## src/design/rxpc_pkg.sv

```systemverilog
// ----------------------------------------------------------------------------
// rxpc_pkg
// types and register codes of the rolling xor packet codec
// ----------------------------------------------------------------------------
package rxpc_pkg;

  localparam int ByteW = 8;

  // configuration register indexes
  typedef enum logic [0:0] {
    CFG_FIXED_KEY   = 1'b0,
    CFG_DECODE_MODE = 1'b1
  } cfg_index_t;

  // configuration registers as seen by the datapath
  typedef struct packed {
    logic [ByteW-1:0] fixed_key;
    logic             decode_mode;
  } cfg_t;

  // one input item
  typedef struct packed {
    logic [ByteW-1:0] data_byte;
    logic             first_byte;
    logic             last_byte;
    logic [ByteW-1:0] rand_key;
  } in_item_t;

  // one result item
  typedef struct packed {
    logic [ByteW-1:0] out_byte;
    logic             end_of_packet;
    logic             checksum_ok;
  } out_item_t;

endpackage

```

## src/design/rolling_xor_packet_codec.sv

```systemverilog
// ----------------------------------------------------------------------------
// rolling_xor_packet_codec
// chained two-key xor packet encoder/decoder with sum8 checksum check
//
//   channel  dir  fields (tdata / tlast / tuser)
//   s_*      in   {rand_key, data_byte} / last_byte / first_byte
//   m_*      out  out_byte / end_of_packet / checksum_ok
//   cfg_*    in   cfg_index selects fixed_key or decode_mode, cfg_data value
//
// one byte per cycle sustained while m_tready is not held low; an item is
// captured in the input register and moves to the result register when free.
// the chain update is a single combinational add/xor pass.
// rst is synchronous and clears chains, index, keys, sum and both valid flags.
// a stall on m_tready holds the result; one more item waits in the input stage.
// ----------------------------------------------------------------------------
module rolling_xor_packet_codec (
  input  logic        clk,
  input  logic        rst,
  // input stream
  input  logic        s_tvalid,
  output logic        s_tready,
  input  logic [15:0] s_tdata,   // [7:0] data_byte, [15:8] rand_key
  input  logic        s_tlast,
  input  logic [0:0]  s_tuser,   // [0] first_byte
  // output stream
  output logic        m_tvalid,
  input  logic        m_tready,
  output logic [7:0]  m_tdata,   // [7:0] out_byte
  output logic        m_tlast,
  output logic [0:0]  m_tuser,   // [0] checksum_ok
  // configuration writes
  input  logic        cfg_we,
  input  logic [0:0]  cfg_index,
  input  logic [7:0]  cfg_data
);
  import rxpc_pkg::*;

  cfg_t      cfg;
  in_item_t  in_item;
  in_item_t  held_item;
  out_item_t result;
  out_item_t out_item;
  logic      out_free;
  logic      advance;

  // unpack input transfer
  always_comb begin
    in_item.data_byte  = s_tdata[7:0];
    in_item.rand_key   = s_tdata[15:8];
    in_item.first_byte = s_tuser[0];
    in_item.last_byte  = s_tlast;
  end

  // configuration registers
  always_ff @(posedge clk) begin
    if (rst) begin
      cfg.fixed_key   <= '0;
      cfg.decode_mode <= 1'b0;
    end else if (cfg_we) begin
      case (cfg_index_t'(cfg_index))
        CFG_FIXED_KEY:   cfg.fixed_key   <= cfg_data;
        CFG_DECODE_MODE: cfg.decode_mode <= cfg_data[0];
        default:         cfg             <= cfg;
      endcase
    end
  end

  assign out_free = !m_tvalid || m_tready;

  rxpc_in_stage u_in_stage (
    .clk       (clk),
    .rst       (rst),
    .in_valid  (s_tvalid),
    .in_ready  (s_tready),
    .in_item   (in_item),
    .out_free  (out_free),
    .advance   (advance),
    .held_item (held_item)
  );

  rxpc_core u_core (
    .clk     (clk),
    .rst     (rst),
    .advance (advance),
    .item    (held_item),
    .cfg     (cfg),
    .result  (result)
  );

  // result register valid
  always_ff @(posedge clk) begin
    if (rst) begin
      m_tvalid <= 1'b0;
    end else if (advance) begin
      m_tvalid <= 1'b1;
    end else if (m_tready) begin
      m_tvalid <= 1'b0;
    end
  end

  // result register payload
  always_ff @(posedge clk) begin
    if (advance) begin
      out_item <= result;
    end
  end

  assign m_tdata    = out_item.out_byte;
  assign m_tlast    = out_item.end_of_packet;
  assign m_tuser[0] = out_item.checksum_ok;

endmodule

```

## src/design/rxpc_in_stage.sv

```systemverilog
// ----------------------------------------------------------------------------
// rxpc_in_stage
// input register of the codec; hands an item on when the result slot frees
// ----------------------------------------------------------------------------
module rxpc_in_stage (
  input  logic              clk,
  input  logic              rst,
  input  logic              in_valid,
  output logic              in_ready,
  input  rxpc_pkg::in_item_t in_item,
  input  logic              out_free,
  output logic              advance,
  output rxpc_pkg::in_item_t held_item
);
  import rxpc_pkg::*;

  logic     valid;
  in_item_t item;

  // move the held item into the datapath when the result register can take it
  assign advance   = valid && out_free;
  assign in_ready  = !valid || advance;
  assign held_item = item;

  // valid flag
  always_ff @(posedge clk) begin
    if (rst) begin
      valid <= 1'b0;
    end else if (in_ready) begin
      valid <= in_valid;
    end
  end

  // payload
  always_ff @(posedge clk) begin
    if (in_valid && in_ready) begin
      item <= in_item;
    end
  end

endmodule

```

## src/design/rxpc_core.sv

```systemverilog
// ----------------------------------------------------------------------------
// rxpc_core
// two-chain xor datapath with packet state and checksum tracking
// ----------------------------------------------------------------------------
module rxpc_core (
  input  logic               clk,
  input  logic               rst,
  input  logic               advance,
  input  rxpc_pkg::in_item_t item,
  input  rxpc_pkg::cfg_t     cfg,
  output rxpc_pkg::out_item_t result
);
  import rxpc_pkg::*;

  logic [ByteW-1:0] byte_index;
  logic [ByteW-1:0] rand_chain;
  logic [ByteW-1:0] fixed_chain;
  logic [ByteW-1:0] latched_rand_key;
  logic [ByteW-1:0] stored_checksum;
  logic [ByteW-1:0] payload_sum;

  logic [ByteW-1:0] rc, fc, idx, key, n, ka, kb;
  logic [ByteW-1:0] mid, plain, cipher;
  logic [ByteW-1:0] stored_checksum_next, payload_sum_next;

  // a first byte restarts chains, index and sum
  always_comb begin
    rc  = item.first_byte ? '0 : rand_chain;
    fc  = item.first_byte ? '0 : fixed_chain;
    idx = item.first_byte ? '0 : byte_index;
    key = item.first_byte ? item.rand_key : latched_rand_key;
    n   = idx + 8'd1;
    ka  = rc + key + n;
    kb  = fc + cfg.fixed_key + n;
  end

  // encode or decode through both chains
  always_comb begin
    if (cfg.decode_mode) begin
      cipher = item.data_byte;
      mid    = cipher ^ kb;
      plain  = mid ^ ka;
    end else begin
      plain  = item.data_byte;
      mid    = plain ^ ka;
      cipher = mid ^ kb;
    end
  end

  // checksum byte on first, running sum otherwise
  always_comb begin
    if (item.first_byte) begin
      stored_checksum_next = plain;
      payload_sum_next     = '0;
    end else begin
      stored_checksum_next = stored_checksum;
      payload_sum_next     = payload_sum + plain;
    end
  end

  // result fields
  always_comb begin
    result.out_byte      = cfg.decode_mode ? plain : cipher;
    result.end_of_packet = item.last_byte;
    result.checksum_ok   = item.last_byte && (stored_checksum_next == payload_sum_next);
  end

  // packet state
  always_ff @(posedge clk) begin
    if (rst) begin
      byte_index       <= '0;
      rand_chain       <= '0;
      fixed_chain      <= '0;
      latched_rand_key <= '0;
      stored_checksum  <= '0;
      payload_sum      <= '0;
    end else if (advance) begin
      byte_index       <= n;
      rand_chain       <= mid;
      fixed_chain      <= cipher;
      latched_rand_key <= key;
      stored_checksum  <= stored_checksum_next;
      payload_sum      <= payload_sum_next;
    end
  end

endmodule

```

## config.mk

```make
export PLATFORM = sky130hd
export DESIGN_NAME = rolling_xor_packet_codec
export DESIGN_NICKNAME = d
export VERILOG_FILES = /design/src/design/rxpc_pkg.sv /design/src/design/rolling_xor_packet_codec.sv /design/src/design/rxpc_in_stage.sv /design/src/design/rxpc_core.sv
export SDC_FILE = /design/constraint.sdc
export NUM_CORES = 1
export LEC_CHECK = 0
export BUFFER_PORTS_ARGS = -buffer_cell sky130_fd_sc_hd__buf_2
export CORE_AREA = 2 2 117 119
export CTS_CLUSTER_SIZE = 25
export DETAILED_ROUTE_END_ITERATION = 10
export DIE_AREA = 0 0 119 121
export GPL_ROUTABILITY_DRIVEN = 0
export PLACE_DENSITY = 0.6
export SKIP_CTS_REPAIR_TIMING = 1
export SLEW_MARGIN = 0
export SYNTH_ARGS = -nofsm -noshare
export SYNTH_HDL_FRONTEND = slang
export SYNTH_SLANG_ARGS = --single-unit
export TNS_END_PERCENT = 50
```

## constraint.sdc

```tcl
create_clock -name clk -period 13.1 [get_ports clk]
set_input_delay 2.62 -clock clk [delete_from_list [all_inputs] [get_ports clk]]
set_output_delay 2.62 -clock clk [all_outputs]
set_load 0.02 [all_outputs]
```

* Word-level counts from Yosys, hierarchy flattened
Index checks and enable logic that the tools add are counted.
** Cells by class
- Add/sub/neg operators :: 6
- Equality and inequality tests :: 1
- Mux-type cells :: 12
- Bitwise logic cells :: 5
- Reduce and logical (&&, ||, !) cells :: 10
** Operator list (count)
- 8-bit 2-to-1 mux :: 10
- 8-bit adder :: 5
- 8-bit bitwise XOR :: 4
- 8-bit by 1-bit adder with 8-bit output (second input constant) :: 1
- 8-bit equality test :: 1
- 2-bit AND reduction :: 2
- 1-bit logical AND :: 3
- 1-bit logical NOT :: 2
- 1-bit logical OR :: 2
- 1-bit 2-to-1 mux :: 2
- 2-bit nonzero test :: 1
- 1-bit inverter :: 1
** Word-level totals
- Flip-flop bits (word level) :: 87
- Input bits :: 32
- Output and inout port bits :: 12
- Logic and storage cells :: 51

* Depth between registers and ports, before layout
Gate-level depths: netlist of the first run.
- Depth in word-level cells :: 10
- Gate-level depth with buffers :: 24
- Gate-level depth less buffers :: 21

* By module
A second synthesis of the first run with hierarchy kept.
** Second synthesis, totals
- Cell total of the unflattened synthesis :: 549
- Area, all modules :: 5316.3 um^2
** Modules (own cells, without submodules)
- rxpc_core :: instances 1, cells each 471, area an instance 3966.3 um^2, seq. area each 960.9 um^2
- rolling_xor_packet_codec :: instances 1, cells each 54, area an instance 747.0 um^2, seq. area each 500.5 um^2
- rxpc_in_stage :: instances 1, cells each 24, area an instance 603.1 um^2, seq. area each 560.5 um^2

* Least setup slack after synthesis of the first run
No wires, ideal clock.
- Path type :: in2out
- From :: in m_tready
- To :: out s_tready
- Arrival :: 2.972 ns
- Slack :: 7.508 ns
- Stages :: 2
- Cells stage by stage :: nor2b_1 nand2_1
** On the way
- Word-level cells in the longest chain between the ends :: 3
** Ends and longest elaborated chain
- start: declaration :: line rolling_xor_packet_codec.sv:27 : input logic m_tready,
- 1-bit logical OR :: line rolling_xor_packet_codec.sv:68 : assign out_free = !m_tvalid || m_tready;
- 1-bit logical AND :: line rxpc_in_stage.sv:21 : assign advance = valid && out_free;
- 1-bit logical OR :: line rxpc_in_stage.sv:22 : assign in_ready = !valid || advance;
- end: declaration :: line rolling_xor_packet_codec.sv:21 : output logic s_tready,
Every way passes these cells.

* Worst setup path after layout of the first run
Same ends and word-level chain as after synthesis.

==> impl_metrics.toml, run 1 <==
[timing]
maxSlewViolCount = 0
fmax_ghz = 0.1722
tns_ns = 0
tightest_slew_ns = 1.075
slew_headroom_pct = 28.34
finalCriticalPeriod_ns = 5.806
rsz0062_at_grt = "no"
fin_skew_ns = 0.01021
holdWs_ns = 0.4525
fin_crit_sh_pct = 44.32
setup_viol = 0
hold_viol = 0

[die]
ios = 44
start_util_pct = 39.63
chipHeight_um = 121
fp.dieW_um = 119
fp.dieArea_mm2 = 0.01440
rows = 42
coreArea_mm2 = 0.01309

[worst_setup_path]
crit_fanout = 4
critPathLaunchType = "input port"
cp.arrival_ns = 3.19
worstSetupPathType = "in -> out"
end_kind = "output port"
worstPathRequired_ns = 10.48

[drt]
avgViaCountPerCell = 4.966
postRouteWirelength_um = 11320
dr.pass1.iters = 5
ant_nets = 0
drc = 0
drt-initial-drc-count = 214
vias = 3893
wl_per_cell_um = 14.43

[power_and_ir_drop]
p_per_area_mw_per_mm2 = 119.6
p_total_uw = 693.9
irDropWorstVdd_uv = 75.44
p_leak_uw = 0.002291

[cts]
clk-insertion-delay-late_ns = 0.35
cts-root-buf = "clkbuf_16"
tritoncts = "yes"
numCtsBuffers = 9
clkSinkCount = 87
path_clk_slew_ns = 0.06
clock_path_buffers = 2
cts_max_level = 3

[placed_design]
hpwl_um = 7774
port_buffers = 43

[cells_and_area]
diodes = 0
regArea_mm2 = 0.002022
fillCellCount = 1270
final_cell_mix = "nor2_1, nand2_1, dfxtp_1"
multi_input_area_mm2 = 0.002944
fin_nets = 671
fin_util_pct = 44.35
final_layout_size_suffix_gt1_share_pct = 11.84
syn2layout_area_growth_pct = 11.89
mostFrequentLayoutCell = "nor2_1"

[flow_run]
cap_violations = 0

[global_route]
grt_max_degree = 61
antenna_found_initial = 0
grt_overflow = 0
grt_usage_pct = 16.98
grt_pass1_wl_um = 18950
grt_pass1_vias = 3890

[status]
status = "complete, no violations"

[synthesis]
synth_edf_count = 28
synthFlopType = "dfxtp_1"
yosys_warnings = 0
synthArstFlopShare_pct = 0
syn_nets = 644
syn_area_mm2 = 0.005186
ys_seq_area_share_pct = 38.99
synth_cells = 576
syn_avg_cell_area_um2 = 9.004
ys_types = 50
ys_ff_latch = 87

[hold_path]
hp-class = "reg -> reg"
[cells by family after synthesis]
kind of cell	Yosys count	synth area share, %
AO/OA/AOI/OAI	108	13.00
XOR/XNOR	81	13.68
adder cells (fa/ha/maj)	36	9.698
buffers and inverters	56	4.246
flip-flops	87	38.99
multiplexers	23	4.753
AND/OR/NAND/NOR	185	15.63
[synth_stat cells (4+ instances only)]
cell type  instances  area (um2)
nand3_1            4       20.02
inv_1             21       78.83
dfxtp_1           59        1181
o21ai_0           18       90.09
edfxtp_1          28       840.8
clkbuf_1          24       90.09
mux2i_1           19       190.2
nand2b_1           6       37.54
a211oi_1          15       112.6
xnor2_1           58       508.0
nand2_1           60       225.2
nor3_1             7       35.03
nor2_1            74       277.8
fa_1               7       140.1
nor2b_1           20       125.1
o31ai_1            4       30.03
a21o_1             7       52.55
a22oi_1            4       30.03
a21oi_1           43       215.2
xor2_1            23       201.4
ha_1              29       362.9
buf_1              6       22.52
[worst paths after layout]
check | startpoint | depth (start not counted) | slack (ns) | endpoint
setup / recovery | m_tready | 4 | 7.29 | s_tready
hold / removal | u_core.latched_rand_key[4] | 2 | 0.45 | u_core.latched_rand_key[4]
setup reg to reg | u_in_stage.held_item[9] | 20 | 7.45 | m_tuser
hold reg to reg | u_core.latched_rand_key[4] | 2 | 0.45 | u_core.latched_rand_key[4]
[routing by layer]
layer	global-route usage, %	wire [um]	vias up
met2	28.45	5386	66
li1	-	-	2003
met1	21.15	5269	1812
met5	0	0	-
met3	4.699	479	12
met4	5.655	182	0
[worst max-delay path, stage by stage]
cell and delay [ns]:
buf_2 0.09, nor2b_1 0.21, nand2_1 0.10, buf_2 0.16
[layout make-up]
type,count,area share [%]
inverters,23,1.488
flip-flops and latches,87,34.84
repair buffers,49,4.485
clock buffers,12,4.248
well taps,176,3.795
multi-input cells,433,50.73
clock inverters,4,0.4097
[registers in the layout (all words and copies together), names as in the netlist]
signal / flops
u_in_stage.held_item: 18
cfg: 9
m_tdata: 8
u_core.byte_index: 8
u_core.fixed_chain: 8
u_core.latched_rand_key: 8
u_core.payload_sum: 8
u_core.rand_chain: 8
u_core.stored_checksum: 8
m_tlast: 1
m_tuser: 1
m_tvalid: 1
u_in_stage.valid: 1
[where the power goes]
group          switching (uW)  leakage (uW)  total, uW  internal, uW
clock network             105      0.000136        238           133
registers                11.0      0.000752        309           298
logic                    83.4       0.00140        147          63.4
total                     200       0.00229        694           494
[per-stage QoR]
| stage | std cells | instance area, um2 | setup WS (ns) |
|---|---|---|---|
| 6_report | 784 | 5803 | 7.294 |
| 5_1_grt | 784 | 5803 | 7.050 |
| 2_1_floorplan | 576 | 5186 | 7.508 |
| 3_3_place_gp | 768 | 5533 | 7.335 |
| 4_1_cts | 784 | 5803 | 7.291 |
| 3_5_place_dp | 768 | 5533 | 7.294 |
No activity file was read; power rests on OpenSTA's default activity.
==> run 2, diff against run 1 <==
--- a/config.mk
+++ b/config.mk
@@ -11,7 +11,7 @@
 export DETAILED_ROUTE_END_ITERATION = 10
 export DIE_AREA = 0 0 119 121
 export GPL_ROUTABILITY_DRIVEN = 0
-export PLACE_DENSITY = 0.6
+export PLACE_DENSITY = 0.62
 export SKIP_CTS_REPAIR_TIMING = 1
 export SLEW_MARGIN = 0
 export SYNTH_ARGS = -nofsm -noshare
==> constraint.sdc (replaced) <==
create_clock -name clk -period 5.1 [get_ports clk]
set_input_delay 1.02 -clock clk [delete_from_list [all_inputs] [get_ports clk]]
set_output_delay 1.02 -clock clk [all_outputs]
set_load 0.02 [all_outputs]
==> run 2 against run 1 <==
Register-to-register slack worse by 7.1 ns. Final area increased by 3.8%. Clock power increased to 3.1 times the previous value. Die area stayed put. Sequential share of layout area fell by 1.3 points. Critical endpoint is now u_core.payload_sum[7]. Largest cell class unchanged. Largest power group unchanged.
==> impl_metrics.toml, run 2 (synthesis gave the netlist of run 1 again) <==
[status]
status = "complete, no violations"

[hold_path]
hp-class = "reg -> reg"
hold_depth = 2
min_to = "u_core.rand_chain[4]"
hp-start = "u_core.rand_chain[4]"

[worst_setup_path]
critPathSlowestCell = "edfxtp_1"
path_cells = "mux2_2 > fa_1 > ha_1 > inv_1 > fa_1 > xor2_1 > xor2_1 > nand2b_1 > xnor2_1 > ha_1 > o21ai_0 > o21ai_0 > a21oi_2 > o21ai_0 > buf_4 > xor2_1 > o31ai_1 > a32oi_1 > o22ai_1"
slowest_delay_ns = 0.52
cp.arrival_ns = 5.06
critPathLaunchType = "register"
crit_buf_inv = 2
rrSetupSlack_ns = 0.30
r2r_end = "u_core.payload_sum[7]"
end_kind = "register"
crit_family = "adder cells"
worstSetupPathType = "reg -> reg"
r2r-start = "u_in_stage.held_item[9]"
worstPathRequired_ns = 5.36
rr_worst_depth = 19
crit_fanout = 7

[placed_design]
placed_cell_area_mm2 = 0.005613
post-place-ws_ns = 0.03573
dp_cells = 777
hpwl_um = 8589
port_buffers = 43

[drt]
avgViaCountPerCell = 5.097
drt-initial-drc-count = 260
drc = 0
vias = 4047
postRouteWirelength_um = 11880
dr.pass1.iters = 5
ant_nets = 0
wl_per_cell_um = 14.96

[cts]
numCtsBuffers = 9
cts_max_level = 3
clkSinkCount = 87
path_clk_slew_ns = 0.07
clock_path_buffers = 2
cts-root-buf = "clkbuf_16"
clk-insertion-delay-late_ns = 0.35
tritoncts = "yes"

[power_and_ir_drop]
irDropWorstVdd_uv = 243.9
power.internal_uw = 1410
swShare_pct = 27.54
p_comb_share_pct = 21.0
pwr-share-clk_pct = 38.1
seq_power_share_pct = 40.9
p_sw_uw = 536.0
p_per_area_mw_per_mm2 = 323.1
p_leak_uw = 0.002405

[flow_run]
cap_violations = 0

[timing]
setup_viol = 0
fin_skew_ns = 0.009441
maxSlewViolCount = 0
layout_setup_ws_ns = 0.3009
tns_ns = 0
slew_headroom_pct = 29.76
hold_viol = 0
fin_crit_sh_pct = 94.10
tightest_slew_ns = 1.054
finalCriticalPeriod_ns = 4.799
fmax_ghz = 0.2084
holdWs_ns = 0.4521

[cells_and_area]
diodes = 0
multi_input_area_mm2 = 0.003008
final_cell_mix = "nor2_1, nand2_1, dfxtp_1"
syn2layout_area_growth_pct = 16.14
fillCellCount = 1269
design_area_mm2 = 0.006023
mostFrequentLayoutCell = "nor2_1"
fin_cells = 794
fin_nets = 681
regArea_mm2 = 0.002023
largest_register_ffs = 18
final_layout_size_suffix_gt1_share_pct = 16.02

[global_route]
grt_pass1_wl_um = 19730
grt_max_degree = 49
grt_usage_pct = 17.63
antenna_found_initial = 0
grt_pass1_vias = 3967
grt_overflow = 0

[die]
start_util_pct = 39.63
rows = 42
fp.dieArea_mm2 = 0.01440
coreArea_mm2 = 0.01309
ios = 44
fp.dieW_um = 119
chipHeight_um = 121
## run 2: per-layer routing
layer  GRT usage [%]  wire (um)  part of all wire (%)  up-vias
met1           21.88       5487                    46     1914
li1                -          -                     -     2015
met2           29.67       5630                    47      103
met4           5.655        224                   1.9        0
met5               0          0                     0        -
met3           4.934        533                   4.5       15
## run 2: area by class of cell
class	count	area share, %
multi-input cells	433	49.94
flip-flops and latches	87	33.59
repair buffers	59	5.775
clock buffers	10	4.155
well taps	176	3.656
clock inverters	6	1.454
inverters	23	1.433
## run 2: power groups by stage
stage               clock network, uW  registers [uW]  logic (uW)
global route                      785             800         455
detailed placement                  0             810         398
CTS                               757             795         401
global placement                    0             809         392
finish                            741             796         409
floorplan                           0             807         292
## run 2: metrics by stage
stage               total power [uW]  util [%]
floorplan                       1098         -
global placement                1201     42.90
detailed placement              1208     42.90
CTS                             1954     45.48
global route                    2040     46.03
finish                          1946     46.03
## run 2: worst register-to-register path, delay by kind of cell, from the launching register on
kind / cells / cell delay, ns
buffers and inverters: 2 / 0.22
DFF: 1 / 0.52
xor gates and xnor gates: 4 / 0.83
and+or+nand+nor: 1 / 0.17
adders and majority gates: 4 / 1.42
muxes: 1 / 0.41
AOI/OAI and AO/OA: 7 / 1.17
## run 2: how the worst max path moves through the flow
| stage | startpoint | to | slack, ns | cells past startpoint |
|---|---|---|---|---|
| 2_1_floorplan | u_in_stage.held_item[9] | m_tuser | 0.16 | 22 |
| 3_3_place_gp | u_core.byte_index[0] | m_tuser | 0.17 | 20 |
| 3_5_place_dp | u_core.byte_index[0] | m_tuser | 0.04 | 20 |
| 4_1_cts | u_core.byte_index[0] | m_tuser | -0.002 | 20 |
| 5_1_grt | u_in_stage.held_item[9] | u_core.payload_sum[7] | -0.007 | 19 |
| 6_report | u_in_stage.held_item[9] | u_core.payload_sum[7] | 0.30 | 19 |
==> run 3, diff against run 2 <==
--- a/config.mk
+++ b/config.mk
@@ -5,13 +5,14 @@
 export SDC_FILE = /design/constraint.sdc
 export NUM_CORES = 1
 export LEC_CHECK = 0
+export ABC_AREA = 1
 export BUFFER_PORTS_ARGS = -buffer_cell sky130_fd_sc_hd__buf_2
-export CORE_AREA = 2 2 117 119
+export CORE_AREA = 2 2 124 126
 export CTS_CLUSTER_SIZE = 25
 export DETAILED_ROUTE_END_ITERATION = 10
-export DIE_AREA = 0 0 119 121
+export DIE_AREA = 0 0 126 128
 export GPL_ROUTABILITY_DRIVEN = 0
-export PLACE_DENSITY = 0.62
+export PLACE_DENSITY = 0.61
 export SKIP_CTS_REPAIR_TIMING = 1
 export SLEW_MARGIN = 0
 export SYNTH_ARGS = -nofsm -noshare
==> run 3 against run 2 <==
Hold slack gained 0.0038 ns. Cell count grew 35%. Maximum frequency grew 4.7%. Final area grew 8.6%. Synthesized cell count grew 46%. First-iteration DRC count shrank 3.8%. Total power grew 3.3%. Global-route usage grew 0.93 points. Sequential share of layout area shrank 2.7 points. Flip-flop and latch count is the same. Synthesized area grew 12%. Register-to-register slack gained 0.21 ns. Critical path type unchanged. Critical endpoint is now m_tuser. Largest power group unchanged. Highest routed layer unchanged.
==> impl_metrics.toml, run 3 <==
[global_route]
grt_overflow = 0
grtUsageMet1_pct = 24.32
busiest_layer = "met2"
grt_pass1_vias = 4886
grt_pass1_wl_um = 23400
grt_max_degree = 43
antenna_found_initial = 0
grt_use_met2_pct = 29.54
grt_usage_pct = 18.56
use_met3_pct = 3.631

[synthesis]
synth_area_leaders = "dfxtp_1, edfxtp_1, nand2_1, inv_1, nand3_1"
yosys-top-cells-count = "nand2_1, inv_1, nand3_1"
synth.top_cell.area_share_pct = 20.27
yosys_warnings = 0
syn_avg_cell_area_um2 = 6.920
ys_seq_area_share_pct = 34.70
synth_most_common_cell = "nand2_1"
ys_ff_latch = 87
yosysTopAreaCell = "dfxtp_1"
synthFlopType = "dfxtp_1"
syn_nets = 910
ys_types = 42
synth_cells = 842
synthArstFlopShare_pct = 0
synth_edf_count = 28
syn_area_mm2 = 0.005827

[power_and_ir_drop]
p_comb_share_pct = 27.5
pwr-share-clk_pct = 32.5
p_total_uw = 2010
power.internal_uw = 1348
p_per_area_mw_per_mm2 = 307.2
swShare_pct = 32.95
p_sw_uw = 662.4
irDropWorstVdd_uv = 164.2
seq_power_share_pct = 40.0
p_leak_uw = 0.003279

[worst_setup_path]
cp_common_cell = "nand2_1"
critPathLaunchType = "register"
cp.arrival_ns = 4.70
worstSetupPathType = "reg -> reg"
crit_fanout = 6
worstPathRequired_ns = 5.21
slowest_delay_ns = 0.47
critPathSlowestCell = "edfxtp_1"
end_kind = "register"

[cells_and_area]
fin_util_pct = 44.02
final_cell_mix = "nand2_1, inv_1, nand3_1"
final_layout_size_suffix_gt1_share_pct = 12.10
diodes = 0
syn2layout_area_growth_pct = 12.30
largest_register_ffs = 18
fin_cells = 1072
multi_input_area_mm2 = 0.003181
regArea_mm2 = 0.002022
fillCellCount = 1587
fin_nets = 947
mostFrequentLayoutCell = "nand2_1"

[cts]
numCtsBuffers = 9
clk-insertion-delay-late_ns = 0.35
cts_max_level = 3
clkSinkCount = 87
cts-root-buf = "clkbuf_16"
clock_path_buffers = 2
tritoncts = "yes"
path_clk_slew_ns = 0.06

[timing]
hold_viol = 0
slew_headroom_pct = 42.61
layout_setup_ws_ns = 0.5148
fin_skew_ns = 0.008346
maxSlewViolCount = 0
fmax_ghz = 0.2181
setup_viol = 0
finalCriticalPeriod_ns = 4.585
fin_crit_sh_pct = 89.91
tightest_slew_ns = 0.8600

[drt]
postRouteWirelength_um = 14290
vias = 5303
ant_nets = 0
avgViaCountPerCell = 4.947
wl_per_cell_um = 13.33
drc = 0
dr.pass1.iters = 4
drt-initial-drc-count = 250

[die]
start_util_pct = 39.20
ios = 44
fp.dieW_um = 126
fp.dieArea_mm2 = 0.01613
coreArea_mm2 = 0.01486
chipHeight_um = 128
rows = 45

[placed_design]
dp_cells = 1053
hpwl_um = 10590
port_buffers = 43
post-place-ws_ns = 0.3617

[flow_run]
cap_violations = 0

[status]
status = "complete, no violations"

[hold_path]
hp-class = "reg -> reg"
==> run 3: cell type report <==
cell class	instances	share of cell area, %
inverter	137	7.897
clock inverter	4	0.7266
timing repair buffer	55	4.665
clock buffer	12	3.614
sequential	87	30.90
tap	188	3.595
multi-input combinational	589	48.60
==> run 3: worst paths after layout <==
kind	slack [ns]	endpoint	cells after the start	start
worst max-delay path	0.51	m_tuser	36	u_in_stage.held_item[9]
worst min-delay path	0.46	m_tlast	0	u_in_stage.held_item[8]
worst max register to register	0.51	m_tuser	36	u_in_stage.held_item[9]
worst min register to register	0.46	m_tlast	0	u_in_stage.held_item[8]
==> run 3: power groups by stage <==
stage               clock network [uW]  registers [uW]  logic (uW)
floorplan                            0             824         405
global placement                     0             820         542
detailed placement                   0             820         543
CTS                                669             805         547
global route                       695             811         636
finish                             654             805         552
==> run 3: through the flow <==
| stage | hold slack (ns) | instance area, um2 | TNS [ns] |
|---|---|---|---|
| 2_1_floorplan | 0.4227 | 5827 | 0 |
| 3_3_place_gp | 0.4471 | 6216 | 0 |
| 3_5_place_dp | 0.4461 | 6216 | 0 |
| 4_1_cts | 0.4580 | 6500 | 0 |
| 5_1_grt | 0.4776 | 6544 | -0.01090 |
| 6_report | 0.4559 | 6544 | 0 |
==> run 3: critical path: cells and delay by family, from the launching register on <==
family / cells / cell delay (ns)
compound gates: 1 / 0.16
xor+xnor: 1 / 0.15
fa+ha+maj: 3 / 1.00
buf+inv: 8 / 0.62
flops: 1 / 0.47
simple gates: 23 / 1.94
==> run 3: cell families (layout without fill, tap and decap cells) <==
family	after synthesis	after routing	share of synthesized area (%)
fa+ha+maj	36	36	8.632
simple gates	386	386	28.54
mux	1	1	0.1718
xor+xnor	17	17	2.555
flops	87	87	34.70
compound gates	149	149	14.32
buf+inv	166	208	11.08
==> run 3: per-layer routing <==
| layer | wire length [um] | vias to the layer above |
|---|---|---|
| met5 | 0 | - |
| met4 | 430 | 0 |
| met3 | 586 | 25 |
| met2 | 6398 | 100 |
| met1 | 6871 | 2377 |
| li1 | - | 2801 |
